**config.mk**
```make
export PLATFORM = sky130hd
export DESIGN_NAME = mi3_queue
export DESIGN_NICKNAME = d
export VERILOG_FILES = /design/src/hdl/mi3_pkg.sv /design/src/hdl/mi3_queue.sv
export SDC_FILE = /design/constraint.sdc
export NUM_CORES = 1
export LEC_CHECK = 0
export ABC_CLOCK_PERIOD_IN_PS = 1600
export BUFFER_PORTS_ARGS = -buffer_cell sky130_fd_sc_hd__buf_2
export CAP_MARGIN = 20
export CORE_MARGIN = 2
export CORE_UTILIZATION = 49
export DETAILED_ROUTE_END_ITERATION = 6
export PLACE_DENSITY = 0.82
export SLEW_MARGIN = 10
export SYNTH_ARGS = -nofsm -noshare
export SYNTH_HDL_FRONTEND = slang
export SYNTH_SLANG_ARGS = --single-unit
```
**constraint.sdc**
```tcl
create_clock -name clk -period 1.6 [get_ports clk]
set_clock_uncertainty 0.15 [all_clocks]
set_input_delay 0.16 -clock clk [delete_from_list [all_inputs] [get_ports clk]]
set_output_delay 0.16 -clock clk [all_outputs]
set_load 0.01 [all_outputs]
```
**src/hdl/mi3_pkg.sv**
```systemverilog
// ----------------------------------------------------------------------------
// mi3_pkg
// Shared constants for the 3x3 fixed-point matrix inverse.
// ----------------------------------------------------------------------------
package mi3_pkg;

  // Default element format: signed Q16.16.
  localparam int DATA_WIDTH_DEF = 32;
  localparam int FRAC_BITS_DEF  = 16;

  // Elements in one 3x3 matrix.
  localparam int N_ELEM = 9;

  // Flag positions in the result tuser field.
  localparam int USER_SINGULAR  = 0;
  localparam int USER_SATURATED = 1;
  localparam int USER_WIDTH     = 2;

endpackage

```
**src/hdl/mi3_queue.sv**
```systemverilog
// ----------------------------------------------------------------------------
// mi3_queue
// Two-entry queue between the front and the back of the inverse.
// ----------------------------------------------------------------------------
module mi3_queue
  import mi3_pkg::*;
#(
  parameter int WIDTH = 8
) (
  input  logic             clk,
  input  logic             rst,
  input  logic             push_valid,
  output logic             push_ready,
  input  logic [WIDTH-1:0] push_data,
  output logic             pop_valid,
  input  logic             pop_ready,
  output logic [WIDTH-1:0] pop_data
);

  logic [WIDTH-1:0] mem [2];
  logic             wr_ptr;
  logic             rd_ptr;
  logic [1:0]       count;
  logic             push;
  logic             pop;

  assign push_ready = count != 2'd2;
  assign pop_valid  = count != 2'd0;
  assign push       = push_valid && push_ready;
  assign pop        = pop_valid && pop_ready;
  assign pop_data   = mem[rd_ptr];

  // Pointers and fill count.
  always_ff @(posedge clk) begin
    if (rst) begin
      wr_ptr <= 1'b0;
      rd_ptr <= 1'b0;
      count  <= 2'd0;
    end else begin
      if (push) begin
        wr_ptr <= !wr_ptr;
      end
      if (pop) begin
        rd_ptr <= !rd_ptr;
      end
      count <= count + 2'(push) - 2'(pop);
    end
  end

  // Storage.
  always_ff @(posedge clk) begin
    if (push) begin
      mem[wr_ptr] <= push_data;
    end
  end

  // The count stays within the depth.
  a_count_range: assert property (@(posedge clk) disable iff (rst) count != 2'd3)
    else $error("queue count out of range");

  // Occupancy rises by one after a push without a pop.
  a_count_track: assert property (@(posedge clk) disable iff (rst)
    push && !pop |=> count == $past(count) + 2'd1)
    else $error("queue count did not follow a push");

  // With both pointers equal the queue is either empty or full.
  a_ptr_match: assert property (@(posedge clk) disable iff (rst)
    wr_ptr == rd_ptr |-> count == 2'd0 || count == 2'd2)
    else $error("queue pointers disagree with count");

endmodule

```
# Word-level counts from Yosys, hierarchy flattened
# Memory sizes are Yosys's and may differ from the RTL's. A register that Yosys moved wholly into a read port is not among the register bits.
# Cells that the tools add are included.
# word_totals
regBits	4
ram_bits	16
in_bits	12
out_inout_bits	10
word_cells	16
mem_count	1
# mem_list
memory	depth	width	read_ports	rd_clocked_by_memory_dff	wr	line	text
mem	2	8	1	1	1	mi3_queue.sv:20	logic [WIDTH-1:0] mem [2];
# op_classes
addsub	2
eq_ne	1
muxes	4
n_reduce_logical	5
# op_table
cell	n
2-to-1 mux 1 bit	4
adder 2 x 1 -> 2 bit	1
logical AND 1 bit	2
logical NOT 1 bit	2
!= test 2 bit, second input constant	1
nonzero test 2 bit	1
subtractor 2 x 1 -> 2 bit	1

# Depth between registers and ports, before layout
# depth
word_depth	4
mapped_depth	6
ltp_nobuf	6

# Least setup slack after synthesis
# Ideal clock, no wire load.
# synth_path
kind	register -> register
startpoint	register count[1]
endpoint	register count[1]
setup_ps	124
t_arrival_ps	1204
required_time_ps	1326
setup_slack_ps	122
stages_incl_launch_ff	7
path_buffers	0
synth_period_minus_slack_ps	1478
cell_sequence	dfxtp_1 > and2b_1 > o21ba_2 > nor2_1 > ha_1 > nor4_1 > nor3_1
# synth_via
elab_chain_cells	4
elab_cells_between_ends	6
classes_between	2 x add/sub; 1 x eq/ne; 3 x reduce/logical
# synth_lines
element	line	text
start, declared	mi3_queue.sv:23	logic [1:0] count;
start signal, assigned	mi3_queue.sv:46	count <= count + 2'(push) - 2'(pop);
!= test 2 bit	mi3_queue.sv:27	assign push_ready = count != 2'd2;
logical AND 1 bit	mi3_queue.sv:29	assign push = push_valid && push_ready;
adder 2 x 1 -> 2 bit	mi3_queue.sv:46	
subtractor 2 x 1 -> 2 bit (*)	mi3_queue.sv:46	
# Every way passes the cells marked *; elsewhere a longest branch is shown, timed or not.
# A chain may end at the register's enable or synchronous reset.

==> key figures <==
Placement
  • Area after DPL: around 970 um^2
  • GP Congestion: 0.6404
  • DP Wirelength: about 950 um
  • Pre-CTS WS: 0.01383 ns
  • I/O Buffers: 21

STA
  • # setup viols final: 0
  • Final setup TNS: 0 ns
  • Hold Vio Cnt, Final: 0
  • Hold slack final: about 0.083 ns
  • Achievable Freq: approximately 660 MHz
  • Fin crit period: about 1.5 ns
  • Setup repair after global routing missed its margin: false
  • Final WS setup: 0.07669 ns
  • Final period utilization: a little over nine tenths
  • Slew Limit Headroom: a little over two thirds
  • Max-slew violation count: 0
  • Slew @ Worst Pin: roughly 0.45 ns

Power
  • Leakage power: between 0.4 and 0.5 nW
  • Overall power: about 1.3 mW
  • Power Dens Cells: roughly 1200 mW/mm^2
  • Maximum VDD drop: about 0.7 mV

GRT
  • Total congestion overflow: 0
  • Vias in the first global route: 525
  • Largest net degree at the start of global routing: 12
  • First-pass GRT wire length: about 2200 um
  • Tot GR Track Use: 16.33%
  • Initial antenna violation count: 0

Drt
  • Vias per cell: 5.314
  • DRT antenna net count: 0
  • Drt total wl: approximately 1500 um
  • Vias: about 560
  • Top layer in use: met4
  • Routed wl met3: between 70 and 80 um
  • Post-DR wirelength/cell: ~14 um
  • Met1 Wirelength: roughly 550 um
  • Drt drc: 0
  • First-pass iteration count of the detailed router: 4
  • Metal2 WL: 848 um
  • DR iter-0 viols: 9

Run
  • Max-cap violations: 0

Worst setup path
  • Critical path fanouts, max: 8
  • Crit end category: output port
  • FF-to-FF setup slack: 0.09 ns
  • Worst setup SP type: register
  • Worst R2R Start: count[1]
  • Worst Path Required: between 1 and 1.5 ns
  • FF-to-FF path depth: 6
  • Data arrival, critical path: 1.21 ns
  • R2R Path End: count[1]
  • CP Class: reg2out

Synth
  • Synth Warn #: 0
  • Top cell type by total area after synthesis: edfxtp_1
  • Syn_nets: 67
  • Post-synthesis cell type count: 23
  • Synth top area cells: edfxtp_1, dfxtp_1, mux2_2, nor2_1, and3_1
  • Synth Cell Area: roughly 830 um^2
  • Sequential fraction of the synthesis area: 69.77%
  • Top cell type's share of synthesized area: approximately 58%
  • FF+latch count, synth: 21
  • Mapped Cells: 54
  • Syn Area/Cell: between 15 and 20 um^2

Clock tree
  • CTS tree: built
  • CTS buffer count: 3
  • Setup bufs post-CTS: 0
  • Clk sinks: 21
  • CTS root buffer: clkbuf_4
  • Clock Pin Slew Worst Setup and Hold Paths: 0.11 ns
  • Clk Latency, worst-skew pair: approximately 0.3 ns
  • CTS max path bufs: 2
  • CTS H-tree depth: 1

Floorplanning
  • Chip height: roughly 45 um
  • I/O pin count: 22
  • DIE AREA: 0.002043 mm^2
  • Std-Cell Rows: 14
  • Core area: ~0.0015 mm^2
  • Initial Util: about 54%
  • Die width: around 45 um

Min path
  • Hold-critical path endpoint: wr_ptr
  • Hold Path Class: in2reg
  • Hold path depth: 3
  • Worst hold start: push_valid

Finish
  • Diodes inserted: 0
  • FILL cells: around 110
  • Area grow syn2layout: 31.88%
  • Layout cells sized above 1: between 40% and 50%
  • Sequential cell area: between 500 and 600 um^2
  • Cell area after layout: 0.001097 mm^2
  • Multi-input logic area: around 250 um^2
  • Final nets: approximately 100

Outcome
  • Outcome: completed
==> layout make-up <==
class,instances,share of cell area (%)
inverters,1,0.3421
repair buffers,32,19.16
well taps,16,1.824
clock buffers,4,2.395
flip-flops and latches,21,53.59
multi-input cells,31,22.69
==> cell usage after synthesis (all sizes together) <==
cell	n
nor3	1
nand3b	1
and3	2
a21oi	1
o21ba	1
a21bo	1
o21ai	2
xor2	1
nand3	1
o31a	1
dfxtp	5
and2b	1
nor2b	1
nand2b	1
or2	1
inv	1
nor4bb	1
ha	1
nor2	4
nor4	1
buf	1
mux2	8
edfxtp	16
==> worst max-delay path: stages, from the launching register on <==
cell and delay [ns]:
dfxtp_4 0.42, mux2_2 0.36, buf_2 0.15
==> cells in the final DEF (no fill, tap or decap) <==
cell type	Yosys	layout
a21oi_1	1	1
clkbuf_4	0	3
o21ba_2	1	1
mux2_2	8	8
and3_1	2	2
nand3_1	1	1
nor2b_1	1	1
a21bo_2	1	1
buf_2	1	21
o31a_1	1	1
nor4_2	0	1
nand2b_1	1	1
inv_2	0	1
nor2_1	4	4
xor2_1	1	1
buf_4	0	2
clkbuf_1	0	1
ha_1	1	1
nor4bb_1	1	1
edfxtp_1	16	16
o21ai_0	2	2
nand3b_1	1	1
and2b_1	1	1
dfxtp_4	0	2
dfxtp_1	5	3
or2_2	1	1
nor3_1	1	1
dlygate4sd3_1	0	9
==> power breakdown <==
group,internal (mW),switching [mW]
sequential,0.673,0.0566
combinational,0.197,0.157
clock,0.0971,0.144
total,0.967,0.358
==> registers in the layout (all words and copies together) (netlist names), named ones only <==
name and count:
count 2, rd_ptr 1, mem 16, wr_ptr 1
==> cell families (layout without fill, tap and decap cells) <==
logic type / Yosys count / in the layout / share of synthesized area [%]
simple gates: 15 / 15 / 10.53
xor+xnor: 1 / 1 / 1.053
mux: 8 / 8 / 10.83
buf+inv: 2 / 37 / 1.052
flops: 21 / 21 / 69.77
compound gates: 6 / 6 / 5.263
fa+ha+maj: 1 / 1 / 1.504
==> how the worst max path moves through the flow <==
stage	start	endpoint	slack (ns)
after floorplan	count[1]	count[1]	0.12
after global placement	count[1]	count[1]	0.1
after CTS	register	pop_data[2]	0.05
after detailed placement	count[1]	count[1]	0.01
after global routing	count[1]	count[1]	0.004
final	register	pop_data[2]	0.08
==> what timing repair did <==
| action | CTS | global route |
|---|---|---|
| hold buffers | 9 | 0 |
| pin swaps | 0 | 1 |
| endpoints found under the setup margin | 9 | 11 |
| gates resized for setup | 2 | 4 |
| endpoints found under the hold margin | 21 | 0 |
==> per-layer routing <==
layer	GRT usage, %	up-vias
met2	34.00	20
met4	5.294	0
li1	-	270
met5	0	-
met3	4.000	3
met1	14.59	265
==> metrics by stage <==
| step | instances | util (%) |
|---|---|---|
| finish | 105 | 71.19 |
| global route | 105 | 71.19 |
| CTS | 105 | 70.45 |
| detailed placement | 92 | 62.74 |
| global placement | 92 | 62.74 |
| floorplan | 54 | - |
(Power assumes the default switching activity.)
